### src/lz3tw_pkg.sv
`default_nettype none
package lz3tw_pkg;

  localparam int MAX_TAPS_DEF       = 32;
  localparam int PRECISION_BITS_DEF = 22;
  localparam int COORD_BITS_DEF     = 12;

  localparam int LEN_W  = 12;  // configured lengths, first_index
  localparam int NUM_W  = 50;  // divider dividend / quotient
  localparam int DEN_W  = 32;  // divider divisor
  localparam int RAW_W  = 32;  // stored raw weight
  localparam int SINC_W = 26;  // sinc value, Q24 signed, |v| <= 1.0
  localparam int ROT_W  = 28;  // CORDIC x/y/z

  localparam logic [25:0]      PI_Q24      = 26'd52707179;
  localparam logic [23:0]      CORDIC_GAIN = 24'd10188014;
  localparam logic [22:0]      DIV3_RECIP  = 23'd5592406;  // ceil(2^24 / 3)
  localparam logic [NUM_W-1:0] ONE_Q40     = NUM_W'(1) << 40;

  localparam logic [1:0] STATUS_OK       = 2'd0;
  localparam logic [1:0] STATUS_EMPTY    = 2'd1;
  localparam logic [1:0] STATUS_TOO_WIDE = 2'd2;

  localparam logic CFG_INPUT_LENGTH  = 1'b0;
  localparam logic CFG_OUTPUT_LENGTH = 1'b1;

  typedef enum logic [4:0] {
    ST_IDLE, ST_CMUL, ST_CDIV, ST_CWAIT, ST_FDIV, ST_FWAIT, ST_SDIV, ST_SWAIT,
    ST_WIN1, ST_WIN2, ST_WIN3, ST_TDIFF, ST_TMUL, ST_TAX, ST_FOLD, ST_THETA,
    ST_ROT, ST_PIMUL, ST_DEN, ST_QWAIT, ST_DIV3, ST_A3, ST_WMUL, ST_WGT,
    ST_ACC, ST_RD, ST_NDIV, ST_NWAIT, ST_OUT
  } state_t;

  // atan(2^-i) in Q24
  function automatic logic [24:0] atan_q24(input logic [4:0] i);
    logic [24:0] v;
    case (i)
      5'd0: v = 25'd13176795;
      5'd1: v = 25'd7778716;
      5'd2: v = 25'd4110060;
      5'd3: v = 25'd2086331;
      5'd4: v = 25'd1047214;
      5'd5: v = 25'd524117;
      5'd6: v = 25'd262123;
      5'd7: v = 25'd131069;
      default: v = 25'd1 << (5'd24 - i);
    endcase
    return v;
  endfunction

endpackage
`default_nettype wire

### src/lz3tw_div.sv
`default_nettype none
// Restoring divider, one quotient bit per cycle.
module lz3tw_div import lz3tw_pkg::*; (
  input  logic             clk,
  input  logic             rst,
  input  logic             start,
  input  logic [NUM_W-1:0] num,
  input  logic [DEN_W-1:0] den,
  output logic             done,
  output logic [NUM_W-1:0] quo
);

  localparam int CNT_W = $clog2(NUM_W + 1);

  logic             busy;
  logic [CNT_W-1:0] cnt;
  logic [DEN_W-1:0] rem;
  logic [DEN_W-1:0] dsr;
  logic [DEN_W:0]   shifted;
  logic             fits;

  assign shifted = {rem, quo[NUM_W-1]};
  assign fits    = shifted >= {1'b0, dsr};

  always_ff @(posedge clk) begin
    if (rst) begin
      busy <= 1'b0;
      done <= 1'b0;
      cnt  <= '0;
    end else begin
      done <= 1'b0;
      if (start) begin
        busy <= 1'b1;
        cnt  <= CNT_W'(NUM_W);
      end else if (busy) begin
        cnt <= cnt - CNT_W'(1);
        if (cnt == CNT_W'(1)) begin
          busy <= 1'b0;
          done <= 1'b1;
        end
      end
    end
  end

  always_ff @(posedge clk) begin
    if (start) begin
      quo <= num;
      rem <= '0;
      dsr <= den;
    end else if (busy) begin
      rem <= fits ? DEN_W'(shifted - {1'b0, dsr}) : shifted[DEN_W-1:0];
      quo <= {quo[NUM_W-2:0], fits};
    end
  end

endmodule
`default_nettype wire

### config.mk
export PLATFORM = sky130hd
export DESIGN_NAME = lz3tw_div
export DESIGN_NICKNAME = d
export VERILOG_FILES = /design/src/lz3tw_pkg.sv /design/src/lz3tw_div.sv
export SDC_FILE = /design/constraint.sdc
export NUM_CORES = 1
export LEC_CHECK = 0
export BUFFER_PORTS_ARGS = -buffer_cell sky130_fd_sc_hd__buf_2
export CORE_UTILIZATION = 55
export CTS_CLUSTER_DIAMETER = 120
export DETAILED_ROUTE_END_ITERATION = 8
export GPL_TIMING_DRIVEN = 0
export PLACE_DENSITY = 0.85
export REMOVE_ABC_BUFFERS = 1
export SLEW_MARGIN = 5
export SYNTH_ARGS = -nofsm -noshare
export SYNTH_HDL_FRONTEND = slang
export SYNTH_SLANG_ARGS = --single-unit
export TNS_END_PERCENT = 1
### constraint.sdc
create_clock -name clk -period 6.5 [get_ports clk]
set_clock_uncertainty 0.1 [all_clocks]
set_input_delay 0.65 -clock clk [delete_from_list [all_inputs] [get_ports clk]]
set_output_delay 0.65 -clock clk [all_outputs]
set_load 0.1 [all_outputs]
==> results by group, run 1 <==
Run status
  – Run status: finished, final reports clean

Synthesis
  – Sequential element share of the synthesized area: 48.4%
  – Predominant post-synthesis flop cell: sky130_fd_sc_hd__edfxtp_1
  – Post-Synthesis Cells: ~640
  – Mapped Area: about 6700 sq um
  – Synth Area per Inst: between 10 and 15 sq um
  – Number of enable flip-flop cells after synthesis: ~80
  – Fraction of registers with async set/reset: 0%
  – Library cells used by synthesis: 62
  – Synthesized flop and latch total: around 120
  – YS warnings: 0

Place
  – Gp weighted congestion: about 0.94
  – IO buf count: 135
  – DP Wirelength: between 10 and 15 mm

Floorplan
  – Starting utilization of the core area: between 50% and 60%
  – Chip width: between 100 and 150 um
  – Ports placed on the boundary: approximately 140
  – Placement row count: 40
  – Chip height: ~110 um
  – Die area: approximately 13,000 sq um
  – Core box area: 12,000 sq um

Power
  – Static power due to leakage: roughly 3.5 nW
  – Cell area power density: around 300 nW/um^2
  – Pint: about 1.7 mW
  – Sequential cell fraction of total power: between 30% and 40%
  – Fraction of power consumed by combinational cells: 23.3%
  – Switching Fraction: 32.4%
  – Worst IR Drop VDD: 0.263 mV
  – Switching component of the power: ~0.8 mW
  – Part of the power in the clock network: between 30% and 40%

Global route
  – Maximum number of pins on one net before global-route repair: slightly above 70
  – Wire length of the first global-routing pass: 24.1 mm
  – Total grt overflow: 0
  – Total global routing track utilization: approximately a quarter
  – Initial antenna violation count: 0
  – Vias in the first global route: 5,236

Final layout
  – Fraction of final layout cells sized beyond drive strength 1: between 20 and 30%
  – Total number of nets in the final design: ~890
  – Filler Cells Inserted: between 900 and 1,000
  – Relative area change from synthesis to final layout: 20.9%
  – Count of antenna diodes in the layout: 0

STA
  – Final worst path period need: between 3000 and 4000 ps
  – TNS Setup: 0 ps
  – Hold_ws: 300 ps
  – Setup repair after global routing missed its margin: false
  – Hold Fails Final Rpt: 0
  – Fmax achieved: about 280 MHz
  – Setup Viol. Count Final: 0
  – Headroom to the max-slew limit: 19.3%
  – Worst Max-Slew Pin Slew: around 1200 ps
  – Final Cycle Share: 54.6%
  – Max-slew violation total from the final report: 0

Min path
  – Worst min path class: in -> reg
  – Worst hold path startpoint: den[16]
  – Worst Hold End: dsr[16]
  – WHS Path Cells: 1

Setup path
  – Worst EP arrival: 3750 ps
  – Sort of element at the end of the critical path: flip-flop
  – Critical path peak fanout: 4
  – Critical path's slowest cell: sky130_fd_sc_hd__o311ai_0
  – Ordered list of cells on the worst path: inv_1 > ha_1 > fa_1 > nor2b_1 > o21ba_2 > o21ai_0 > o311ai_0 > o21ai_0 > o31ai_1 > mux2i_1 > nand2_1
  – Slowest stage delay, CP: roughly 700 ps
  – Critical register-to-register path endpoint: rem[30]
  – Critical R2R Launch: quo[49]
  – Crit path required time: 6700 ps
  – Setup slack, reg-to-reg: a little under 3000 ps
  – Depth of the most critical reg-to-reg path: 11
  – Crit-path most repeated cell: sky130_fd_sc_hd__o21ai_0
  – Startpoint class of the critical path: flip-flop
  – Class of the most critical setup path: reg -> reg

CTS
  – Root buffer cell: sky130_fd_sc_hd__clkbuf_16
  – Clock tree from TritonCTS: built
  – H-Tree Level Count: 4
  – Hold-fix buffers at CTS: 0
  – Total clock sinks: between 100 and 150
  – Gates resized, CTS repair: 0
  – Clock Path Buffers: 2
  – CTS Buf Count: 17
  – Clock transition at the register clock pins on the worst setup and hold paths after CTS: about 60 ps
  – Setup bufs post-CTS: 0
  – Clock latency on the worst-skew pair: ~420 ps

Drt
  – Per-cell routed wire length: 15.6 um
  – DR iter-0 viols: roughly 360
  – DRC violations left: 0
  – Count of vias placed by the detailed router: 5,329
  – Antenna-violating nets left: 0
  – First drt pass iteration count: 5
  – Routed wire length: about 14 mm
  – Vias per std cell: about 5.7

Flow run
  – Max_cap viols: 0
## metal layers
layer	global-route usage (%)	part of all wire, %	wire, um	up-vias
met5	0	0	0	-
met3	7.94	7.1	1020	24
li1	-	-	-	2626
met4	9.78	1.8	264	0
met1	28.6	42	6020	2488
met2	39.8	49	7140	191
## state kept, by name (all words and copies together) (netlist names)
name and cells:
rem 32, busy 1, dsr 32, quo 50
cnt 6, done 1
## kinds of logic after synthesis
group,Yosys count,synth area share (%)
fa+ha+maj,35,6.61
xor+xnor,28,3.64
mux,62,10.1
compound gates,154,14.9
flops,122,48.4
simple gates,166,11.9
buf+inv,74,4.44
## worst max path at each step
| stage | startpoint | endpoint | slack (ps) | cells after the start |
|---|---|---|---|---|
| finish | quo[49] | rem[30] | 2950 | 11 |
| global route | quo[49] | rem[30] | 2660 | 11 |
| CTS | dsr[4] | rem[26] | 2970 | 11 |
| detailed placement | dsr[4] | rem[21] | 3000 | 11 |
| global placement | start | quo[22] | 1290 | 3 |
| floorplan | quo[49] | rem[3] | 2620 | 10 |
## cells in the mapped netlist, drive strengths merged, types with 3 or more instances
cell type  number  share of area [%]
mux2           49                8.2
nor2b           8               0.74
o21ai          38                2.8
xnor2          19                2.5
inv            44                2.5
and3            4               0.37
xor2            9                1.2
nand4           7               0.65
a211oi         22                2.5
dfxtp          40                 12
nand2b          7               0.65
clkbuf         20                1.1
nand4b          3               0.39
nand2          40                2.2
or2             4               0.37
a32oi           5               0.65
a21oi          45                3.3
nor3           14                1.0
ha             34                6.3
nor2           53                3.0
a21o            9                1.0
nor3b           3               0.33
nor4            3               0.28
edfxtp         82                 37
nand3          12               0.89
o211ai          3               0.33
buf            10               0.85
o21a            3               0.33
mux2i          13                1.9
## critical path, delay by kind of cell (launching register included)
| family | cells | cell delay (ps) |
|---|---|---|
| mux | 1 | 220 |
| simple gates | 2 | 290 |
| fa+ha+maj | 2 | 610 |
| compound gates | 5 | 1790 |
| buf+inv | 1 | 60 |
| flops | 1 | 370 |
## power by group through the flow
stage	registers [mW]	clock network, mW	logic (mW)
3_5_place_dp	0.955	0	0.571
4_1_cts	0.940	0.970	0.574
3_3_place_gp	0.953	0	0.555
5_1_grt	0.948	0.996	0.611
2_1_floorplan	1.19	0	0.214
6_report	0.940	0.948	0.574
## stage by stage
stage | area, sq um | worst slack [ps] | power (mW) | utilization [%] | instances
detailed placement | 7540 | 3000 | 1.53 | 63.1 | 897
finish | 8140 | 2950 | 2.46 | 68.1 | 929
global placement | 7460 | 1290 | 1.51 | 62.4 | 893
floorplan | 6600 | 2620 | 1.40 | - | 611
global route | 8140 | 2660 | 2.55 | 68.1 | 929
CTS | 8140 | 2970 | 2.48 | 68.1 | 929
## cell type report
class	instances	area [sq um]	share of cell area, %
clock buffer	17	425	5.23
sequential	122	3260	40.1
clock inverter	15	174	2.14
inverter	44	165	2.03
multi-input combinational	445	3170	39.0
tap	147	184	2.26
timing repair buffer	139	756	9.28
## layout by cell type, fill, tap and decap left out, types with 4 or more instances in the layout
| cell type | instances |
|---|---|
| sky130_fd_sc_hd__a211oi_1 | 22 |
| sky130_fd_sc_hd__a32oi_1 | 5 |
| sky130_fd_sc_hd__ha_1 | 34 |
| sky130_fd_sc_hd__nand4_1 | 7 |
| sky130_fd_sc_hd__o21ai_0 | 38 |
| sky130_fd_sc_hd__xnor2_1 | 19 |
| sky130_fd_sc_hd__nand2b_1 | 7 |
| sky130_fd_sc_hd__xor2_1 | 9 |
| sky130_fd_sc_hd__inv_1 | 43 |
| sky130_fd_sc_hd__a21oi_1 | 45 |
| sky130_fd_sc_hd__edfxtp_1 | 82 |
| sky130_fd_sc_hd__nor3_1 | 14 |
| sky130_fd_sc_hd__buf_2 | 134 |
| sky130_fd_sc_hd__nor2b_1 | 8 |
| sky130_fd_sc_hd__and3_1 | 4 |
| sky130_fd_sc_hd__a21o_1 | 9 |
| sky130_fd_sc_hd__nand2_1 | 40 |
| sky130_fd_sc_hd__clkbuf_16 | 17 |
| sky130_fd_sc_hd__nor2_1 | 53 |
| sky130_fd_sc_hd__dfxtp_1 | 39 |
| sky130_fd_sc_hd__nand3_1 | 12 |
| sky130_fd_sc_hd__mux2i_1 | 13 |
| sky130_fd_sc_hd__or2_2 | 4 |
| sky130_fd_sc_hd__mux2_2 | 49 |
Power figures use the tool's default switching activity.
==> run 2, diff against run 1 <==
- ABC_AREA: not set -> 1
- CORE_UTILIZATION: 55 -> 51
- PLACE_DENSITY: 0.85 -> 0.82
- clock period: 6.5 -> 3.2 ns (I/O delays scaled with it)
==> results by group, run 2 <==
Run status
  – Run status: finished, final reports clean (unchanged)

Global route
  – Vias in the first global route: 6,954 (was 5,236)
  – Wire length of the first global-routing pass: 31.8 mm (was 24.1 mm)
  – Total grt overflow: 0 (unchanged)
  – Initial antenna violation count: 0 (unchanged)
  – Total global routing track utilization: 25.6% (was 24.0%)
  – Maximum number of pins on one net before global-route repair: 55 (was 71)

Final layout
  – Most common cell after layout, fill and taps aside: sky130_fd_sc_hd__nand2_1 (was sky130_fd_sc_hd__buf_2)
  – Filler Cells Inserted: 1,254 (was 921)
  – Seq. cell area: 3260 sq um (about the same)
  – Final Non-Filler Cells: 1,440 (was 929)
  – Area of the multi-input gates: 3550 sq um (was 3170 sq um)
  – Relative area change from synthesis to final layout: 23.1% (was 20.9%)
  – Count of antenna diodes in the layout: 0 (unchanged)
  – Total number of nets in the final design: 1,363 (was 889)
  – Final instance area: 9400 sq um (was 8140 sq um)
  – Fin util: 64.4% (was 68.1%)
  – Max reg flops: 50 (unchanged)
  – Highest-count cells in the layout ignoring fill and taps: sky130_fd_sc_hd__nand2_1 (471), sky130_fd_sc_hd__inv_1 (187), sky130_fd_sc_hd__buf_2 (134) (was sky130_fd_sc_hd__buf_2 (134), sky130_fd_sc_hd__edfxtp_1 (82), sky130_fd_sc_hd__nor2_1 (53))
  – Register with the most flip-flops: quo (unchanged)
  – Top flop regs: quo: 50 flops, dsr: 32 flops, rem: 32 flops (unchanged)
  – Fraction of final layout cells sized beyond drive strength 1: 14.8% (was 29.3%)

Place
  – Number of instances in the placed design: 1,375 (was 897)
  – DP Wirelength: 13.7 mm (was 10.3 mm)
  – IO buf count: 135 (unchanged)
  – Area after detailed placement: 8470 sq um (was 7540 sq um)
  – Gp weighted congestion: 0.927 (was 0.944)
  – Worst setup slack before clock tree synthesis: 117 ps (was 3000 ps)

Synthesis
  – Most numerous cell in the Yosys netlist: sky130_fd_sc_hd__nand2_1 (was sky130_fd_sc_hd__edfxtp_1)
  – Mapped Area: 7640 sq um (was 6740 sq um)
  – Cell types with the largest area share after synthesis: sky130_fd_sc_hd__edfxtp_1 (32%), sky130_fd_sc_hd__nand2_1 (23%), sky130_fd_sc_hd__dfxtp_1 (10%), sky130_fd_sc_hd__inv_1 (9.2%), sky130_fd_sc_hd__nand3_1 (5.6%) (was sky130_fd_sc_hd__edfxtp_1 (37%), sky130_fd_sc_hd__dfxtp_1 (12%), sky130_fd_sc_hd__mux2_2 (8.2%), sky130_fd_sc_hd__ha_1 (6.3%), sky130_fd_sc_hd__a21oi_1 (3.3%))
  – Number of enable flip-flop cells after synthesis: 82 (unchanged)
  – Predominant post-synthesis flop cell: sky130_fd_sc_hd__edfxtp_1 (unchanged)
  – Fraction of registers with async set/reset: 0% (unchanged)
  – Sequential element share of the synthesized area: 42.7% (was 48.4%)
  – Library cells used by synthesis: 36 (was 62)
  – Post-Synthesis Cells: 1,079 (was 641)
  – Synth Area per Inst: 7.08 sq um (was 10.5 sq um)
  – Most instantiated cells after synthesis: sky130_fd_sc_hd__nand2_1 (471), sky130_fd_sc_hd__inv_1 (188), sky130_fd_sc_hd__nand3_1 (86), sky130_fd_sc_hd__edfxtp_1 (82), sky130_fd_sc_hd__nor2_1 (43) (was sky130_fd_sc_hd__edfxtp_1 (82), sky130_fd_sc_hd__nor2_1 (53), sky130_fd_sc_hd__mux2_2 (49), sky130_fd_sc_hd__a21oi_1 (45), sky130_fd_sc_hd__inv_1 (44))
  – Fraction of post-synthesis cell area in the top cell type by area: 32.2% (was 36.6%)
  – YS warnings: 0 (unchanged)
  – Post-synthesis cell type with the largest combined area: sky130_fd_sc_hd__edfxtp_1 (unchanged)
  – Synthesized flop and latch total: 122 (unchanged)

Drt
  – Count of vias placed by the detailed router: 7,090 (was 5,329)
  – Vias per std cell: 4.92 (was 5.74)
  – First drt pass iteration count: 4 (was 5)
  – DR iter-0 viols: 431 (was 358)
  – Antenna-violating nets left: 0 (unchanged)
  – DRC violations left: 0 (unchanged)
  – Routed wire length: 19.2 mm (was 14.5 mm)
  – Per-cell routed wire length: 13.4 um (was 15.6 um)

Power
  – Pwr Total: 4.76 mW (was 2.46 mW)
  – Static power due to leakage: 5.07 nW (was 3.51 nW)
  – Cell area power density: 506 nW/um^2 (was 302 nW/um^2)
  – Worst IR Drop VDD: 0.435 mV (was 0.263 mV)

CTS
  – CTS Buf Count: 17 (unchanged)
  – Clock latency on the worst-skew pair: 430 ps (was 420 ps)
  – Total clock sinks: 122 (unchanged)
  – Clock tree from TritonCTS: built (unchanged)
  – Clock transition at the register clock pins on the worst setup and hold paths after CTS: 60 ps (about the same)
  – Root buffer cell: sky130_fd_sc_hd__clkbuf_16 (unchanged)
  – H-Tree Level Count: 4 (unchanged)
  – Clock Path Buffers: 2 (unchanged)

Floorplan
  – Chip height: 124 um (was 113 um)
  – Die area: 15,500 sq um (was 12,700 sq um)
  – Ports placed on the boundary: 136 (unchanged)
  – Chip width: 124 um (was 113 um)
  – Core box area: 14,600 sq um (was 12,000 sq um)
  – Placement row count: 44 (was 40)
  – Starting utilization of the core area: 52.3% (was 56.3%)

Setup path
  – Sort of element at the end of the critical path: flip-flop (unchanged)
  – Class of the most critical setup path: reg -> reg (unchanged)
  – Setup slack, reg-to-reg: 420 ps (was 2950 ps)
  – Critical register-to-register path endpoint: rem[1] (was rem[30])
  – Startpoint class of the critical path: flip-flop (unchanged)
  – Critical path peak fanout: 17 (was 4)
  – Crit path required time: 3400 ps (was 6700 ps)
  – Worst EP arrival: 2980 ps (was 3750 ps)
  – Critical R2R Launch: dsr[19] (was quo[49])
  – Depth of the most critical reg-to-reg path: 14 (was 11)

Min path
  – Worst min path class: in -> reg (unchanged)
  – Worst hold path startpoint: rst (was den[16])
  – Worst Hold End: cnt[4] (was dsr[16])
  – WHS Path Cells: 2 (was 1)

Flow run
  – Max_cap viols: 0 (unchanged)

STA
  – Max-slew violation total from the final report: 0 (unchanged)
  – Setup Viol. Count Final: 0 (unchanged)
  – Final worst path period need: 2780 ps (was 3550 ps)
  – Final Cycle Share: 86.8% (was 54.6%)
  – Worst-case setup margin in the final layout: 422 ps (was 2950 ps)
  – Fmax achieved: 360 MHz (was 282 MHz)
  – Headroom to the max-slew limit: 34.9% (was 19.3%)
  – Setup repair after global routing missed its margin: false (unchanged)
  – Worst Max-Slew Pin Slew: 975 ps (was 1210 ps)
  – Hold Fails Final Rpt: 0 (unchanged)
-- run 2: cells by family (layout without fill, tap and decap cells) --
kind of cell	after synthesis	count (layout)	share of synthesized area, %
AND/OR/NAND/NOR	649	650	35.4
buffers and inverters	216	392	11.2
flip-flops	122	122	42.7
AO/OA/AOI/OAI	41	41	2.98
adder cells (fa/ha/maj)	35	35	5.83
XOR/XNOR	16	16	1.84
-- run 2: final cells by class --
class	count	share of cell area [%]
Multi-Input combinational cell	742	37.7
Inverter	190	7.59
Tap cell	184	2.45
Timing Repair Buffer	170	11.3
Clock inverter	10	1.28
Clock buffer	22	4.94
Sequential cell	122	34.7
-- run 2: metrics by stage --
stage / hold slack [ps] / setup TNS [ps]
3_5_place_dp: 358 / 0
6_report: 6.61 / 0
5_1_grt: 10.9 / 0
2_1_floorplan: 289 / 0
4_1_cts: 1.64 / 0
3_3_place_gp: 357 / -111530
-- run 2: worst max path at each step --
| stage | slack (ps) | startpoint | endpoint | cells after the start |
|---|---|---|---|---|
| after floorplan | 390 | quo[49] | rem[0] | 10 |
| after global placement | -1740 | start | quo[49] | 3 |
| after detailed placement | 120 | dsr[19] | rem[7] | 15 |
| after CTS | 110 | dsr[19] | rem[7] | 15 |
| after global routing | 240 | dsr[19] | rem[7] | 15 |
| final | 420 | dsr[19] | rem[1] | 14 |
-- run 2: where the power goes --
group          switching, mW  total (mW)  internal (mW)
Clock                  0.711        1.90           1.19
Combinational          0.772       0.991          0.219
Sequential            0.0537        1.87           1.81
Total                   1.54        4.76           3.22
-- run 2: worst max-delay path, stage by stage, from the launching register on --
cell and delay (ps):
sky130_fd_sc_hd__edfxtp_1 370, sky130_fd_sc_hd__inv_1 80, sky130_fd_sc_hd__ha_1 310, sky130_fd_sc_hd__nand2_1 160, sky130_fd_sc_hd__inv_1 50, sky130_fd_sc_hd__nand2_1 80, sky130_fd_sc_hd__nand2_1 70, sky130_fd_sc_hd__nand2_1 60
sky130_fd_sc_hd__nand2_1 70, sky130_fd_sc_hd__nand2_1 60, sky130_fd_sc_hd__nand2_1 120, sky130_fd_sc_hd__nor2_2 790, sky130_fd_sc_hd__nand3_1 150, sky130_fd_sc_hd__nand3_1 120, sky130_fd_sc_hd__o21ai_1 70
-- run 2: what timing repair did --
action | CTS | global route
hold endpoints to repair | 32 | 0
buffers inserted | 0 | 0
gates resized for setup | 0 | 2
setup endpoints to repair | 0 | 32
hold buffers | 32 | 0
-- run 2: metal layers --
metal / wire length, um / vias to the layer above / global-route usage (%) / part of all wire [%]
met4: 426 / 0 / 10.3 / 2.2
li1: - / 3684 / - / -
met5: 0 / - / 0 / 0
met1: 8500 / 3149 / 30.7 / 44
met2: 9120 / 224 / 43.6 / 47
met3: 1190 / 33 / 6.57 / 6.2
